--- config.mk ---
export PLATFORM = sky130hd
export DESIGN_NAME = signed_integer_sorter
export DESIGN_NICKNAME = d
export VERILOG_FILES = /design/src/design/ssort_pkg.sv /design/src/design/ssort_mem.sv /design/src/design/ssort_min.sv /design/src/design/signed_integer_sorter.sv
export SDC_FILE = /design/constraint.sdc
export NUM_CORES = 2
export LEC_CHECK = 0
export BUFFER_PORTS_ARGS = -buffer_cell sky130_fd_sc_hd__buf_2
export CORE_MARGIN = 1
export CORE_UTILIZATION = 30
export CTS_CLUSTER_DIAMETER = 40
export CTS_CLUSTER_SIZE = 14
export DETAILED_ROUTE_END_ITERATION = 8
export MAX_ROUTING_LAYER = met4
export SETUP_SLACK_MARGIN = 0.3
export SYNTH_ARGS = -nofsm -noshare
export SYNTH_HDL_FRONTEND = slang
export SYNTH_HIERARCHICAL = 1
export SYNTH_SLANG_ARGS = --single-unit
--- constraint.sdc ---
create_clock -name aclk -period 8 [get_ports aclk]
set_input_delay 1.6 -clock aclk [delete_from_list [all_inputs] [get_ports aclk]]
set_output_delay 1.6 -clock aclk [all_outputs]
set_load 0.01 [all_outputs]
--- src/design/ssort_pkg.sv ---
// ----------------------------------------------------------------------------
// ssort_pkg: shared definitions for the signed integer sorter
// Sizes of the value store and counters, and the control bundle that the
// sequencer hands to the shared minimum unit.
// ----------------------------------------------------------------------------
package ssort_pkg;

    // store geometry
    localparam int DEPTH  = 64;
    localparam int DATA_W = 32;
    localparam int IDX_W  = $clog2(DEPTH);
    localparam int CNT_W  = $clog2(DEPTH + 1);

    // control bundle for the minimum unit
    typedef struct packed {
        logic clear;   // start of a new search pass
        logic valid;   // candidate on the data inputs this cycle
    } min_ctl_t;

endpackage

--- src/design/ssort_mem.sv ---
// ----------------------------------------------------------------------------
// ssort_mem: value store
// Single write port and single read port, read data registered.
// ----------------------------------------------------------------------------
module ssort_mem (
    input  logic                        aclk,
    input  logic                        wr_en,
    input  logic [ssort_pkg::IDX_W-1:0] wr_addr,
    input  logic [ssort_pkg::DATA_W-1:0] wr_data,
    input  logic                        rd_en,
    input  logic [ssort_pkg::IDX_W-1:0] rd_addr,
    output logic [ssort_pkg::DATA_W-1:0] rd_data
);

    logic [ssort_pkg::DATA_W-1:0] mem [ssort_pkg::DEPTH];
    logic [ssort_pkg::DATA_W-1:0] rd_data_reg;

    // write port
    always_ff @(posedge aclk) begin
        if (wr_en) begin
            mem[wr_addr] <= wr_data;
        end
    end

    // registered read port
    always_ff @(posedge aclk) begin
        if (rd_en) begin
            rd_data_reg <= mem[rd_addr];
        end
    end

    assign rd_data = rd_data_reg;

endmodule

--- src/design/ssort_min.sv ---
// ----------------------------------------------------------------------------
// ssort_min: shared signed minimum unit
// One signed comparator and a best-so-far register, fed one candidate per
// cycle during a search pass over the store.
// ----------------------------------------------------------------------------
module ssort_min (
    input  logic                         aclk,
    input  logic                         aresetn,
    input  ssort_pkg::min_ctl_t          ctl,
    input  logic [ssort_pkg::DATA_W-1:0] cand_data,
    input  logic [ssort_pkg::IDX_W-1:0]  cand_idx,
    output logic [ssort_pkg::DATA_W-1:0] best_data,
    output logic [ssort_pkg::IDX_W-1:0]  best_idx
);

    logic                         have_reg;
    logic [ssort_pkg::DATA_W-1:0] best_data_reg;
    logic [ssort_pkg::IDX_W-1:0]  best_idx_reg;
    logic                         take;

    // strict less-than keeps the earliest entry on ties
    assign take = ctl.valid && (!have_reg || ($signed(cand_data) < $signed(best_data_reg)));

    always_ff @(posedge aclk) begin
        if (!aresetn) begin
            have_reg <= 1'b0;
        end else if (ctl.clear) begin
            have_reg <= 1'b0;
        end else if (take) begin
            have_reg <= 1'b1;
        end
    end

    // best value and its index
    always_ff @(posedge aclk) begin
        if (!ctl.clear && take) begin
            best_data_reg <= cand_data;
            best_idx_reg  <= cand_idx;
        end
    end

    assign best_data = best_data_reg;
    assign best_idx  = best_idx_reg;

endmodule

--- src/design/signed_integer_sorter.sv ---
// Load: values load at one per cycle. After the last value, each sorted
// result is found by n reads of the store through the one shared comparator,
// followed by the read pipeline register and the output state.
// Throughput: one batch at a time; s_tready is low from the last input
// transfer until the final result transfer.
// Reset: aresetn (synchronous, active low) empties the batch and the output.
// ----------------------------------------------------------------------------
// signed_integer_sorter: batch sorter for 32-bit signed integers
// Collects up to DEPTH values, then emits them in ascending order by
// repeated minimum search over the unused entries of the store.
// ----------------------------------------------------------------------------
module signed_integer_sorter (
    input  logic        aclk,
    input  logic        aresetn,
    input  logic        s_tvalid,
    output logic        s_tready,
    input  logic [31:0] s_tdata,   // [31:0] value
    input  logic        s_tlast,
    output logic        m_tvalid,
    input  logic        m_tready,
    output logic [31:0] m_tdata,   // [31:0] sorted_value
    output logic        m_tlast,
    output logic [0:0]  m_tuser    // [0] overflow
);

    localparam logic [1:0] S_LOAD = 2'd0;
    localparam logic [1:0] S_SCAN = 2'd1;
    localparam logic [1:0] S_EMIT = 2'd2;

    logic [1:0]                   state_reg, state_next;
    logic [ssort_pkg::CNT_W-1:0]  count_reg, count_next;
    logic                         dropped_reg, dropped_next;
    logic [ssort_pkg::CNT_W-1:0]  out_cnt_reg, out_cnt_next;
    logic [ssort_pkg::IDX_W-1:0]  rd_idx_reg, rd_idx_next;
    logic                         issue_reg, issue_next;
    logic                         rd_vld_reg, rd_vld_next;
    logic [ssort_pkg::IDX_W-1:0]  rd_tag_reg;
    logic [ssort_pkg::DEPTH-1:0]  used_reg, used_next;

    logic                         s_xfer, m_xfer, store_ok, last_out;
    logic [ssort_pkg::CNT_W-1:0]  n_minus1;
    logic [ssort_pkg::DATA_W-1:0] rd_data, best_data;
    logic [ssort_pkg::IDX_W-1:0]  best_idx;
    ssort_pkg::min_ctl_t          min_ctl;

    assign s_tready = (state_reg == S_LOAD);
    assign s_xfer   = s_tvalid && s_tready;
    assign m_tvalid = (state_reg == S_EMIT);
    assign m_xfer   = m_tvalid && m_tready;
    assign store_ok = (count_reg < ssort_pkg::CNT_W'(ssort_pkg::DEPTH));
    assign n_minus1 = count_reg - ssort_pkg::CNT_W'(1);
    assign last_out = (out_cnt_reg == n_minus1);

    // value store
    ssort_mem u_mem (
        .aclk    (aclk),
        .wr_en   (s_xfer && store_ok),
        .wr_addr (count_reg[ssort_pkg::IDX_W-1:0]),
        .wr_data (s_tdata),
        .rd_en   (issue_reg),
        .rd_addr (rd_idx_reg),
        .rd_data (rd_data)
    );

    // shared minimum search over entries not yet emitted
    assign min_ctl.clear = (state_reg == S_EMIT) || (state_reg == S_LOAD);
    assign min_ctl.valid = rd_vld_reg && !used_reg[rd_tag_reg];

    ssort_min u_min (
        .aclk      (aclk),
        .aresetn   (aresetn),
        .ctl       (min_ctl),
        .cand_data (rd_data),
        .cand_idx  (rd_tag_reg),
        .best_data (best_data),
        .best_idx  (best_idx)
    );

    // sequencer
    always_comb begin
        state_next   = state_reg;
        count_next   = count_reg;
        dropped_next = dropped_reg;
        out_cnt_next = out_cnt_reg;
        rd_idx_next  = rd_idx_reg;
        issue_next   = issue_reg;
        rd_vld_next  = 1'b0;
        used_next    = used_reg;
        case (state_reg)
            S_LOAD: begin
                if (s_xfer) begin
                    if (store_ok) begin
                        count_next = count_reg + ssort_pkg::CNT_W'(1);
                    end else begin
                        dropped_next = 1'b1;
                    end
                    if (s_tlast) begin
                        state_next  = S_SCAN;
                        rd_idx_next = '0;
                        issue_next  = 1'b1;
                    end
                end
            end
            S_SCAN: begin
                rd_vld_next = issue_reg;
                if (issue_reg) begin
                    if (ssort_pkg::CNT_W'(rd_idx_reg) == n_minus1) begin
                        issue_next = 1'b0;
                    end else begin
                        rd_idx_next = rd_idx_reg + ssort_pkg::IDX_W'(1);
                    end
                end
                if (rd_vld_reg && (ssort_pkg::CNT_W'(rd_tag_reg) == n_minus1)) begin
                    state_next = S_EMIT;
                end
            end
            S_EMIT: begin
                if (m_xfer) begin
                    if (last_out) begin
                        state_next   = S_LOAD;
                        count_next   = '0;
                        dropped_next = 1'b0;
                        out_cnt_next = '0;
                        used_next    = '0;
                    end else begin
                        state_next          = S_SCAN;
                        out_cnt_next        = out_cnt_reg + ssort_pkg::CNT_W'(1);
                        used_next[best_idx] = 1'b1;
                        rd_idx_next         = '0;
                        issue_next          = 1'b1;
                    end
                end
            end
            default: begin
                state_next = S_LOAD;
            end
        endcase
    end

    always_ff @(posedge aclk) begin
        if (!aresetn) begin
            state_reg   <= S_LOAD;
            count_reg   <= '0;
            dropped_reg <= 1'b0;
            out_cnt_reg <= '0;
            rd_idx_reg  <= '0;
            issue_reg   <= 1'b0;
            rd_vld_reg  <= 1'b0;
            used_reg    <= '0;
        end else begin
            state_reg   <= state_next;
            count_reg   <= count_next;
            dropped_reg <= dropped_next;
            out_cnt_reg <= out_cnt_next;
            rd_idx_reg  <= rd_idx_next;
            issue_reg   <= issue_next;
            rd_vld_reg  <= rd_vld_next;
            used_reg    <= used_next;
        end
    end

    // read tag follows the read data
    always_ff @(posedge aclk) begin
        rd_tag_reg <= rd_idx_reg;
    end

    // result channel
    assign m_tdata    = best_data;
    assign m_tlast    = last_out;
    assign m_tuser[0] = dropped_reg;

endmodule

# After elaboration in Yosys (flattened, before gate mapping)
# Memories as Yosys holds them, arrays and structs flattened. A register that Yosys moved wholly into a read port is not among the register bits.
# Index checks and enable logic that the tools add are counted.
[word_totals]
word_cells = 101
output_inout_bits = 36
mem_count = 1
regBits = 134
input_bits = 37
ramBits = 2048
[mem_list]
columns = ["name", "words", "word_bits", "read_ports", "rd_ports_with_merged_regs", "write_ports", "line_no", "text"]
rows = [
  ["u_mem.mem", 64, 32, 1, 1, 1, "ssort_mem.sv:15", "logic [ssort_pkg::DATA_W-1:0] mem [ssort_pkg::DEPTH];"],
]
[op_classes]
reduce_logical = 24
bitwise = 2
n_addsub = 4
magnitude_cmp = 5
muxes = 38
eq_ne = 15
[op_table]
columns = ["operator", "count"]
rows = [
  ["64-bit two-way mux", 1],
  ["64-bit OR", 1],
  ["6-bit two-way mux", 6],
  ["7-bit two-way mux", 5],
  ["32-bit less-than comparator", 1],
  ["6-bit case mux with 3 select lines", 1],
  ["1-bit two-way mux", 15],
  ["5-bit AND reduction", 3],
  ["7-bit by 1-bit adder with 7-bit output, second input constant", 2],
  ["6-bit by 7-bit equality test with 1-bit output", 2],
  ["6-bit by 7-bit less-than comparator with 1-bit output, second input constant", 2],
  ["7-bit case mux with 2 select lines", 1],
  ["2-bit by 1-bit inequality test with 1-bit output, second input constant", 5],
  ["2-bit inequality test, second input constant", 5],
  ["1-bit logical AND", 8],
  ["2-bit two-way mux", 4],
  ["7-bit equality test", 1],
  ["7-bit less-than comparator, second input constant", 1],
  ["7-bit AND reduction", 1],
  ["7-bit by 1-bit subtractor with 7-bit output, second input constant", 1],
  ["6-bit by 1-bit adder with 6-bit output, second input constant", 1],
  ["1-bit binary-select mux with 6-bit select", 1],
  ["1-bit demux with 6-bit select", 1],
  ["6-bit by 1-bit >= comparator with 1-bit output, second input constant", 1],
  ["other kinds (14)", 18],
]

# Depth between registers and ports, before layout
[depth]
depth_word = 6
mapped_depth = 11
depth_no_buf = 9

# Cells and area by module
# The synthesis kept the hierarchy.
[modules_own_cells]
columns = ["mod", "instances", "cells_each", "seq_area_each_um2", "area_per_inst_um2"]
rows = [
  ["ssort_mem", 1, 3324, 62459.9, 78835.6],
  ["signed_integer_sorter", 1, 503, 1901.8, 4481.8],
  ["ssort_min", 1, 157, 1161.1, 1981.9],
]

# Least setup slack after synthesis
# OpenSTA, ideal clock, no wires.
[synth_timing]
kind = "register to register"
from = "reg rd_tag_reg[0] (netlist bit)"
to = "reg u_min.best_data_reg, in the netlist u_min/best_data[0], enable pin"
arrival_time_ns = 6.274
path_stages_with_launch = 11
setup_time_ns = 0.542
path_slack_ns = 1.184
required_time_ns = 7.458
n_path_buf = 2
synth_period_minus_slack_ns = 6.816
cell_sequence = "dfxtp_1 -> clkbuf_1 -> buf_2 -> mux4_2 -> a22oi_1 -> nand2_1 -> a211oi_1 -> a21oi_1 -> nor2_1 -> nand2b_1 -> nor4b_1"
[synth_lines]
columns = ["element", "line_no", "text"]
rows = [
  ["start: declaration", "signed_integer_sorter.sv:37", "logic [ssort_pkg::IDX_W-1:0] rd_tag_reg;"],
  ["start signal: assignment", "signed_integer_sorter.sv:164", "rd_tag_reg <= rd_idx_reg;"],
  ["end signal: assignment", "ssort_min.sv:37", "best_data_reg <= cand_data;"],
  ["end: declaration", "ssort_min.sv:17", "logic [ssort_pkg::DATA_W-1:0] best_data_reg;"],
]

# Final worst setup path
[layout_timing]
from = "reg count_reg[0] (netlist bit)"
to = "out m_tlast"
[layout_between]
elab_chain_len = 2
[layout_lines]
columns = ["element", "line_no", "text"]
rows = [
  ["start: declaration", "signed_integer_sorter.sv:31", "logic [ssort_pkg::CNT_W-1:0] count_reg, count_next;"],
  ["start signal: assignment", "signed_integer_sorter.sv:152", "count_reg <= count_next;"],
  ["7-bit by 1-bit subtractor with 7-bit output", "signed_integer_sorter.sv:51", "assign n_minus1 = count_reg - ssort_pkg::CNT_W'(1);"],
  ["7-bit equality test", "signed_integer_sorter.sv:52", "assign last_out = (out_cnt_reg == n_minus1);"],
  ["end: declaration", "signed_integer_sorter.sv:22", "output logic m_tlast,"],
]
# Every way passes these cells.

==> results by group <==
Placed design
  • Post-DP Area: 90700 sq um
  • I/O Buffers: 72
  • Routability congestion estimate: 0.858
  • Placed insts: 7699
  • Pre-CTS setup slack: 2.78 ns
  • Placed wire-length estimate: 133 mm

Run
  • Max-Cap Viols: 0

Worst setup path
  • CP Launch Type: register
  • Worst path arrival time: 3.58 ns
  • WS Path Type: reg2out
  • Crit path max-delay family: simple AND/OR/NAND/NOR gates
  • Cell Chain, Critical Path: inv_1 -> ha_1 -> or4b_1 -> or3_1 -> a211oi_2 -> o21ai_2 -> inv_1 -> buf_2
  • Worst EP required: 6.40 ns
  • Most frequent CP cell: inv_1
  • Slowest stage delay, CP: 0.60 ns
  • CP endpoint kind: output port
  • CP bufs+invs: 3
  • Slowest CP cell: dfxtp_1
  • Peak fanout along the critical path: 17

Pwr
  • VDD IR-drop max: 0.192 mV
  • Tot Pwr: 0.0235 W
  • Leakage: 29.1 nW
  • Clock share of power: 0.433
  • Sequential share of power: 0.542
  • Switching part of the total: 0.211
  • Switching pwr: 0.00495 W
  • Int Pwr: 0.0186 W
  • Power per cell area: 240 nW/um^2
  • Combinational power share: 0.024

Global route
  • Total GRT Usage: 0.159
  • Number of global-route vias before repair: 40962
  • GRT Residual Overflow: 0
  • Pin count of the biggest net entering global routing: 97
  • First-pass GRT wire length: 314 mm
  • Initial antenna violation count: 20

Final layout
  • Area growth syn-to-layout: 14.7%
  • Non-Filler Instances: 8091
  • Layout cells sized above 1: 0.269
  • Max FFs per register: 2048
  • Fin area: 97800 sq um
  • Layout net count: 4257

Floorplan
  • Core Area: 283000 sq um
  • Initial core utilization: 0.302
  • Die H: 535 microns
  • Row count: 195
  • Die area: 286000 sq um
  • Die width: 535 microns
  • Num ports: 73

Routing
  • Total Wirelength: 224 mm
  • Vias per cell: 5.15
  • Vias post-DR: 41677
  • Routed WL per cell: 27.7 microns
  • Iteration-0 DRC Markers: 4705
  • Drt first pass iters: 5
  • Antenna Nets Post-Route: 0
  • DRC viols: 0

Logic synthesis
  • Largest family of logic cells by synthesized area: multiplexers
  • Share of the synthesized area in the top cell type: 0.746
  • Top cell type by total area after synthesis: edfxtp_1
  • Main synth FF type: edfxtp_1
  • Synth Net Count: 4056
  • Synth async-reset ratio: 0
  • Synth Area in Simple Gates: 0.0239
  • Adder-Cell Fraction of Synth Area: 0.00513
  • Sequential-to-total area share from yosys stat: 0.768
  • Xor-xnor portion of the synthesized cell area: 0.00315
  • Distinct cells, synth: 67
  • Largest cells by area after synthesis: edfxtp_1 75%, mux4_2 15%, dfxtp_1 2.3%
  • Yosys reg bits: 2214
  • Compound-gate portion of the synthesized area: 0.0264
  • Mapped Cells: 3984
  • Post-synthesis mux area share: 0.159
  • Syn_area_per_cell: 21.4 sq um
  • Number of flops mapped to enable cells by yosys: 2118
  • YS warnings: 6
  • Synth Cell Area: 85300 sq um

STA
  • Final setup vio count: 0
  • Final min period: 5.18 ns
  • Final WS setup: 2.82 ns
  • F_max: 0.193 GHz
  • Relative slew margins: 0.0134
  • Pins Over Slew Limit: 0
  • Fin. Hold Viols: 0
  • Fin crit share: 0.647
  • Worst-Margin Slew: 1.48 ns
  • Setup Skew: 0.0844 ns
  • Setup tns final: 0 ns
  • RSZ-0062 raised after global routing: false

Clock network
  • Post-CTS Hold Buffers: 0
  • Post-CTS resize count: 0
  • H-tree depth: 4
  • Clock buffer count from CTS: 227
  • Clock transition at path regs: 0.06 ns
  • Clock buffer depth: 4
  • Clk root buf: clkbuf_16
  • Clock Sink Count: 2214
  • Post-CTS setup buffers: 0
  • CTS tree: done
  • Skew-Pair Late Insertion Delay: 0.89 ns

Worst hold path
  • Hold Crit Class: reg2reg

Outcome
  • Status: completed
==> path summary, 6_finish.rpt <==
path	end	slack, ns	depth (start not counted)	from
setup / recovery	m_tlast	2.82	8	count_reg[0]
hold / removal	u_min/best_data[16]	0.46	0	u_mem/rd_data[16]
setup reg to reg	u_mem/mem[46][21]	3.90	6	state_reg[1]
hold reg to reg	u_min/best_data[16]	0.46	0	u_mem/rd_data[16]
==> placed cells by master (no fill, tap or decap), drive strengths merged, types with 5 or more instances in the layout <==
master and count:
edfxtp 2118, mux4 560, or3 8, buf 188, nand4 9, nand3b 8
nand2 61, or3b 5, mux2i 93, nor2 229, o221ai 28, o22ai 85
and2 6, clkbuf 256, clkinvlp 14, nor3 18, bufinv 12, and3 16
clkinv 64, nand2b 10, xnor2 13, inv 75, diode 14, xor2 10
nor2b 19, o21ai 20, o211ai 6, ha 35, a22oi 20, a21oi 158
dfxtp 96, nand3 19, nor3b 11, a311oi 9
==> power groups by stage <==
stage / registers [W] / logic, W / clock network, W
6_report: 0.0128 / 0.000566 / 0.0102
5_1_grt: 0.0127 / 0.000595 / 0.0108
4_1_cts: 0.0128 / 0.000571 / 0.0104
3_5_place_dp: 0.0130 / 0.000570 / 0
3_3_place_gp: 0.0130 / 0.000556 / 0
2_1_floorplan: 0.0130 / 0.000218 / 0
==> layout make-up <==
type	count	area, sq um
Sequential cell	2214	65500
Fill cell	26014	185000
Tap cell	3743	4680
Multi-Input combinational cell	1511	19000
Clock buffer	256	5850
Antenna cell	14	35.0
Timing Repair Buffer	188	1320
Inverter	43	161
Clock inverter	122	1210
==> through the flow <==
stage / hold WS (ns) / utilization
2_1_floorplan: 0.398 / -
3_3_place_gp: 0.438 / 0.321
3_5_place_dp: 0.443 / 0.321
4_1_cts: 0.460 / 0.346
5_1_grt: 0.467 / 0.346
6_report: 0.463 / 0.346
==> Yosys cell counts (all sizes together), types with 13 or more instances <==
library cell	count
a21oi	158
a22oi	20
and3	16
buf	126
clkbuf	90
dfxtp	96
edfxtp	2118
ha	35
inv	43
mux2i	93
mux4	560
nand2	61
nand3	19
nor2	229
nor2b	19
nor3	18
o21ai	20
o221ai	28
o22ai	85
xnor2	13
==> layer usage <==
layer / GRT usage / up-vias / part of all wire
li1: - / 17074 / -
met1: 0.202 / 22473 / 0.39
met2: 0.257 / 1801 / 0.49
met3: 0.0294 / 329 / 0.081
met4: 0.0479 / 0 / 0.032
met5: - / - / 0
==> kinds of logic (layout without fill, tap and decap cells) <==
kind of cell	after synthesis	after routing
buffers and inverters	259	609
AND/OR/NAND/NOR	436	436
adder cells (fa/ha/maj)	35	35
other	0	14
XOR/XNOR	26	26
flip-flops	2214	2214
AO/OA/AOI/OAI	361	361
multiplexers	653	653
(Power assumes the default switching activity.)
